### config.mk
export PLATFORM = sky130hd
export DESIGN_NAME = module_image_crc24_framer
export DESIGN_NICKNAME = d
export VERILOG_FILES = /design/src/rtl/icf_pkg.sv /design/src/rtl/module_image_crc24_framer.sv /design/src/rtl/icf_step.sv
export SDC_FILE = /design/constraint.sdc
export NUM_CORES = 1
export LEC_CHECK = 0
export BUFFER_PORTS_ARGS = -buffer_cell sky130_fd_sc_hd__buf_2
export CORE_MARGIN = 8
export CORE_UTILIZATION = 56
export CTS_CLUSTER_SIZE = 20
export DETAILED_ROUTE_END_ITERATION = 7
export PLACE_DENSITY = 0.77
export SYNTH_ARGS = -nofsm -noshare
export SYNTH_HDL_FRONTEND = slang
export SYNTH_SLANG_ARGS = --single-unit
### constraint.sdc
create_clock -name clk -period 4.37 [get_ports clk]
set_input_delay 0.874 -clock clk [delete_from_list [all_inputs] [get_ports clk]]
set_output_delay 0.874 -clock clk [all_outputs]
set_load 0.01 [all_outputs]
### src/rtl/icf_pkg.sv
// Shared types, constants and the byte-wise CRC-24 update for the module image framer.
// No dependencies; used by icf_step and module_image_crc24_framer.
package icf_pkg;

  localparam int unsigned HEADER_BYTES = 8;
  localparam int unsigned MAX_RESULTS  = 5;
  localparam int unsigned CNT_W        = 4;
  localparam int unsigned QCNT_W       = $clog2(MAX_RESULTS + 1);
  localparam int unsigned QIDX_W       = $clog2(MAX_RESULTS);

  localparam logic [CNT_W-1:0] HEADER_LEN = CNT_W'(HEADER_BYTES);
  localparam logic [23:0]      CRC_INIT   = 24'hFFFFFF;

  localparam logic [1:0] KIND_DATA   = 2'd0;
  localparam logic [1:0] KIND_PARITY = 2'd1;
  localparam logic [1:0] KIND_CRC    = 2'd2;

  typedef struct packed {
    logic [23:0]      crc;
    logic [7:0]       parity;
    logic [CNT_W-1:0] count;
  } state_t;

  typedef struct packed {
    logic [7:0] data;
    logic [1:0] kind;
    logic       eom;
  } result_t;

  // One byte folded into the running CRC. The top bit of the parity prefix
  // of a is simply the XOR of all bits of a.
  function automatic logic [23:0] crc_fold(input logic [23:0] crc, input logic [7:0] b);
    logic [7:0] a;
    logic [7:0] n0;
    logic [7:0] n1;
    logic [7:0] n2;
    a  = b ^ crc[23:16];
    n0 = crc[15:8];
    n1 = crc[7:0] ^ (a >> 7) ^ (a >> 2);
    n2 = (a << 1) ^ (a << 6);
    if (^a) begin
      n0 = n0 ^ 8'h80;
      n2 = n2 ^ 8'h21;
    end
    return {n0, n1, n2};
  endfunction

endpackage

### src/rtl/module_image_crc24_framer.sv
// Module image framer: passes bytes through, inserts the header parity byte and
// appends the inverted CRC-24. Depends on icf_pkg and icf_step.
//
// Usage: bytes enter on the in_valid/in_ready channel with first_byte and
// last_byte marks. Each input transaction yields one to five output
// transactions on out_valid/out_ready: the data byte, the inverted header
// parity byte after the eighth header byte, and three inverted CRC bytes,
// most significant first, after a last byte (end_of_module on the third).
// The data byte is presented from the queue in the cycle after its transaction.
// Throughput: one input byte per cycle while each byte yields one result and
// out_ready stays high; a byte with more results holds in_ready low while the
// single result queue drains, one entry per cycle while out_ready is high.
// in_ready is high when the queue is empty, or holds one entry that is
// taken in the same cycle. When the receiver stalls, the head result stays
// on the outputs unchanged and input stops once the queue is not draining.
// Reset empties the queue and sets the CRC to all ones, parity and header
// count to zero; a stream without a first byte starts from that state.
module module_image_crc24_framer (
  input  logic       clk,
  input  logic       rst,
  input  logic       in_valid,
  output logic       in_ready,
  input  logic [7:0] in_byte,
  input  logic       first_byte,
  input  logic       last_byte,
  output logic       out_valid,
  input  logic       out_ready,
  output logic [7:0] out_byte,
  output logic [1:0] byte_kind,
  output logic       end_of_module
);

  icf_pkg::state_t                state;
  icf_pkg::state_t                state_next;
  icf_pkg::result_t               step_results [icf_pkg::MAX_RESULTS];
  logic [icf_pkg::QCNT_W-1:0]     step_count;
  icf_pkg::result_t               queue [icf_pkg::MAX_RESULTS];
  logic [icf_pkg::QCNT_W-1:0]     qcount;
  logic                           pop;
  logic                           accept;

  icf_step u_step (
    .state       (state),
    .in_byte     (in_byte),
    .first_byte  (first_byte),
    .last_byte   (last_byte),
    .state_next  (state_next),
    .results     (step_results),
    .num_results (step_count)
  );

  assign out_valid     = (qcount != '0);
  assign pop           = out_valid && out_ready;
  assign in_ready      = (qcount == '0) || ((qcount == icf_pkg::QCNT_W'(1)) && out_ready);
  assign accept        = in_valid && in_ready;
  assign out_byte      = queue[0].data;
  assign byte_kind     = queue[0].kind;
  assign end_of_module = queue[0].eom;

  always_ff @(posedge clk) begin
    if (rst) begin
      state.crc    <= icf_pkg::CRC_INIT;
      state.parity <= 8'h00;
      state.count  <= '0;
    end else if (accept) begin
      state <= state_next;
    end
  end

  always_ff @(posedge clk) begin
    if (rst) begin
      qcount <= '0;
    end else if (accept) begin
      qcount <= step_count;
    end else if (pop) begin
      qcount <= qcount - icf_pkg::QCNT_W'(1);
    end
  end

  // A new transaction is only taken once the queue is empty or about to be,
  // so loading the whole queue never overwrites a waiting result.
  always_ff @(posedge clk) begin
    if (accept) begin
      queue <= step_results;
    end else if (pop) begin
      for (int i = 0; i < icf_pkg::MAX_RESULTS - 1; i++) begin
        queue[i] <= queue[i+1];
      end
    end
  end

endmodule

### src/rtl/icf_step.sv
// Combinational step of the framer: next CRC/header state and the results of one byte.
// Depends on icf_pkg.
module icf_step (
  input  icf_pkg::state_t                 state,
  input  logic [7:0]                      in_byte,
  input  logic                            first_byte,
  input  logic                            last_byte,
  output icf_pkg::state_t                 state_next,
  output icf_pkg::result_t                results [icf_pkg::MAX_RESULTS],
  output logic [icf_pkg::QCNT_W-1:0]      num_results
);

  icf_pkg::state_t         s0;
  logic [23:0]             crc1;
  logic [23:0]             crc2;
  logic [23:0]             crc_inv;
  logic                    in_header;
  logic [icf_pkg::CNT_W-1:0] count_inc;
  logic [7:0]              parity_inc;
  logic                    ins_parity;
  logic [7:0]              parity_byte;

  always_comb begin
    if (first_byte) begin
      s0.crc    = icf_pkg::CRC_INIT;
      s0.parity = 8'h00;
      s0.count  = '0;
    end else begin
      s0 = state;
    end

    crc1        = icf_pkg::crc_fold(s0.crc, in_byte);
    in_header   = (s0.count < icf_pkg::HEADER_LEN);
    count_inc   = s0.count + icf_pkg::CNT_W'(1);
    parity_inc  = s0.parity ^ in_byte;
    ins_parity  = in_header && (count_inc == icf_pkg::HEADER_LEN);
    parity_byte = ~parity_inc;
    crc2        = ins_parity ? icf_pkg::crc_fold(crc1, parity_byte) : crc1;
    crc_inv     = ~crc2;

    state_next.crc    = crc2;
    state_next.parity = in_header ? parity_inc : s0.parity;
    state_next.count  = in_header ? count_inc : s0.count;

    for (int i = 0; i < icf_pkg::MAX_RESULTS; i++) begin
      results[i] = '0;
    end
    results[0] = '{data: in_byte, kind: icf_pkg::KIND_DATA, eom: 1'b0};

    if (ins_parity) begin
      results[1] = '{data: parity_byte, kind: icf_pkg::KIND_PARITY, eom: 1'b0};
      if (last_byte) begin
        results[2] = '{data: crc_inv[23:16], kind: icf_pkg::KIND_CRC, eom: 1'b0};
        results[3] = '{data: crc_inv[15:8],  kind: icf_pkg::KIND_CRC, eom: 1'b0};
        results[4] = '{data: crc_inv[7:0],   kind: icf_pkg::KIND_CRC, eom: 1'b1};
      end
    end else if (last_byte) begin
      results[1] = '{data: crc_inv[23:16], kind: icf_pkg::KIND_CRC, eom: 1'b0};
      results[2] = '{data: crc_inv[15:8],  kind: icf_pkg::KIND_CRC, eom: 1'b0};
      results[3] = '{data: crc_inv[7:0],   kind: icf_pkg::KIND_CRC, eom: 1'b1};
    end

    num_results = icf_pkg::QCNT_W'(1) + icf_pkg::QCNT_W'(ins_parity)
                + (last_byte ? icf_pkg::QCNT_W'(3) : icf_pkg::QCNT_W'(0));
  end

endmodule

==> key figures <==
CTS
  • Clock slew seen by the registers of the worst setup and hold paths: ~0.09 ns
  • Worst-case clock buffer depth: 2
  • CTS tree: yes
  • CTS hold repair buffers: 0
  • Clk sink count: 90
  • Post-CTS setup buffer count: 0
  • Post_cts resized: 0
  • CTS Buf Count: 9
  • CTS H-tree lvls: 3
  • Clk_lat worst skew: about 0.36 ns
  • CTS root buffer: clkbuf_8

Synth
  • Synth cell count leaders: nand2_1 (78), nor2_1 (59), edfxtp_1 (48)
  • Register bit total from synthesis: 90
  • Largest area contributor in the netlist: edfxtp_1
  • Post-synth top flop: edfxtp_1
  • Simple-Gate Fraction of Synth Area: a little under a fifth
  • Synth cell types: 54
  • Main combinational cell family by area after synthesis: compound AO/OA/AOI/OAI gates
  • Area share of the largest cell type after synthesis: between 20 and 30%
  • Synth Instances: 630
  • Dominant cells by area after synthesis: edfxtp_1 (26%), dfxtp_1 (15%), nand2_1 (5.2%), nor2_1 (4.0%), o21ai_0 (3.9%)
  • Synthesized area per cell: between 8 and 9 sq um
  • Syn. warnings: 0
  • Multiplexer share of the synthesized area: less than 1%
  • Count leader, synth: nand2_1
  • Seq/Total Area, Yosys: between 40 and 50%
  • Compound-Gate Fraction of Synth Area: 24.25%
  • Post-Synth XOR/XNOR Area: approximately 8.6%
  • Synth Area in Adders: 2.011%
  • Async set or reset register ratio after synthesis: 0%
  • Syn Std Cell Area: 5599 sq um
  • Synth Net Count: between 600 and 700
  • Post-synth EDFFs: 48

Outcome
  • Outcome: completed

Routing
  • Final WL: ~15,000 um
  • DR vias/cell: between 6 and 7
  • Initial DRT Pass Iterations: 5
  • DRC errors left: 0
  • WL/cell: between 15 and 20 um
  • Post-route ant nets: 0
  • Via count: 4,714
  • DR iter-0 viols: 467

Floorplanning
  • Row cnt: 36
  • Die height: 116.0 um
  • Starting Density: 57.55%
  • Die area: 13,450 sq um
  • Die Span X: about 120 um
  • IO Count: 27
  • Core area: slightly below 10,000 sq um

Placed design
  • PortBufs: 26
  • RePlAce Congestion: around 0.95
  • Hpwl dp: ~11,000 um

Worst setup path
  • Critical-path top delay cell: xnor3_1
  • Arr. time, crit path: 3.59 ns
  • Worst r2r src: state[20]
  • Worst stage delay on the critical path: around 0.42 ns
  • Capturing element type of the critical path: register
  • Crit path launch type: primary input
  • Req. time, crit path: around 4.6 ns
  • Setup CP Type: primary input to register
  • R2R Path End: queue[43]
  • Crit path cell chain: buf_2 -> buf_4 -> o21a_1 -> o211ai_1 -> a211oi_1 -> o211ai_2 -> nand2_4 -> xnor3_1 -> or4_1 -> nand3_1
  • CP Max Fanout: 34
  • Reg2Reg Depth: 8
  • Reg-to-reg slack, setup: ~1.5 ns

STA
  • Part of the cycle the worst path needs: about three quarters
  • Worst clock skew: 0.008623 ns
  • Final hold violations: 0
  • Final slew viol count: 0
  • Worst-Margin Slew: roughly 0.9 ns
  • Final setup fails: 0
  • Accumulated negative setup slack: 0 ns
  • F_max: about 300 MHz
  • RSZ-0062 raised after global routing: false
  • Max_slew headroom: 39.95%
  • Clock period minus worst slack: approximately 3.4 ns

Min path
  • Worst Hold End: byte_kind[0]
  • HP Class: register to register
  • Min-delay src: byte_kind[0]
  • Hold path depth: 2

Global routing
  • Vias in the first global route: 4,341
  • GRT Total Usage: between 20 and 25%
  • Largest net degree at the start of global routing: between 40 and 50
  • Initial antenna violation count: 0
  • First-pass GRT wire length: ~24,000 um
  • Total congestion overflow: 0

Finish
  • Final Util: 60.57%
  • Antenna fix cells: 0
  • Synth-to-Final Area Change: 5.251%
  • Layout cells sized above 1: about 11%
  • Fill cells: 888
  • # nets final: around 650

Job
  • Max-Cap Viols: 0

Power
  • VDD IR-drop max: approximately 0.47 mV
  • Pleak: between 0.002 and 0.0025 uW
  • Pwr dens: 658.9 nW/um^2
-- kinds of logic (layout without fill, tap and decap cells) --
logic type | Yosys count | after routing
and+or+nand+nor | 225 | 225
AOI/OAI and AO/OA | 191 | 191
DFF | 90 | 90
buffers and inverters | 64 | 65
xor gates and xnor gates | 50 | 50
adders and majority gates | 9 | 9
muxes | 1 | 1
-- layout make-up --
type	count	area [sq um]	area share (%)
tap	133	166.4	2.824
inverter	8	30.03	0.5096
timing repair buffer	41	242.7	4.119
clock buffer	10	127.6	2.166
clock inverter	6	57.56	0.9766
sequential	90	2282	38.73
multi-input combinational	476	2987	50.68
-- routing by layer --
metal / share of wire [%] / GRT usage [%] / vias to the layer above
li1: - / - / 2290
met1: 45 / 31.50 / 2226
met2: 46 / 35.38 / 169
met3: 6.1 / 4.117 / 29
met4: 2.5 / 9.162 / 0
met5: 0 / 0 / -
-- worst max-delay path: cells and delay by family --
kind,cells,cell delay (ns)
xor gates and xnor gates,1,0.42
buffers and inverters,2,0.79
AOI/OAI and AO/OA,4,0.89
and+or+nand+nor,3,0.61
-- cell usage in the layout, fill, tap and decap left out, types with 3 or more instances in the layout --
cell	n
o211ai_1	21
a211oi_2	4
nor3_1	36
ha_1	9
o41ai_1	5
nor2b_1	9
a31oi_1	3
xor2_1	22
clkbuf_8	9
buf_2	26
a311oi_1	5
o21ai_1	7
or3_1	9
and3_1	5
dfxtp_1	42
buf_4	15
nand3_1	15
a21oi_1	16
a22oi_1	18
a211o_1	24
nand2_1	77
o21a_1	10
a211oi_1	24
edfxtp_1	48
nor2_1	59
xnor2_1	24
o21ai_0	44
clkinv_1	3
inv_1	7
-- how the worst max path moves through the flow --
| stage | from | endpoint | slack [ns] | cells after the start |
|---|---|---|---|---|
| after floorplan | first_byte | queue[8] | 0.17 | 16 |
| after global placement | first_byte | queue[43] | 0.67 | 9 |
| after detailed placement | first_byte | queue[43] | 0.62 | 9 |
| after CTS | first_byte | queue[43] | 1.03 | 9 |
| after global routing | first_byte | queue[43] | 0.70 | 9 |
| final | first_byte | queue[32] | 1.01 | 10 |
-- metrics by stage --
step	setup slack [ns]	instances	cell area, sq um	hold WS [ns]	power, uW
finish	1.008	764	5893	0.4609	3883
global route	0.6994	764	5893	0.4909	4161
CTS	1.028	764	5893	0.4659	3883
detailed placement	0.6249	748	5708	0.4537	3331
global placement	0.6747	748	5708	0.4405	3290
floorplan	0.1740	630	5599	0.4364	2890
-- state kept, by name, summed over array words and instances (netlist names) --
name,cells
byte_kind,2
state,36
out_byte,8
end_of_module,1
queue,40
qcount,3
-- power breakdown --
part	switching, uW	internal, uW	total [uW]
Sequential	216	1340	1560
Clock	293	260	553
Combinational	1120	651	1770
No activity file was read; power rests on OpenSTA's default activity.
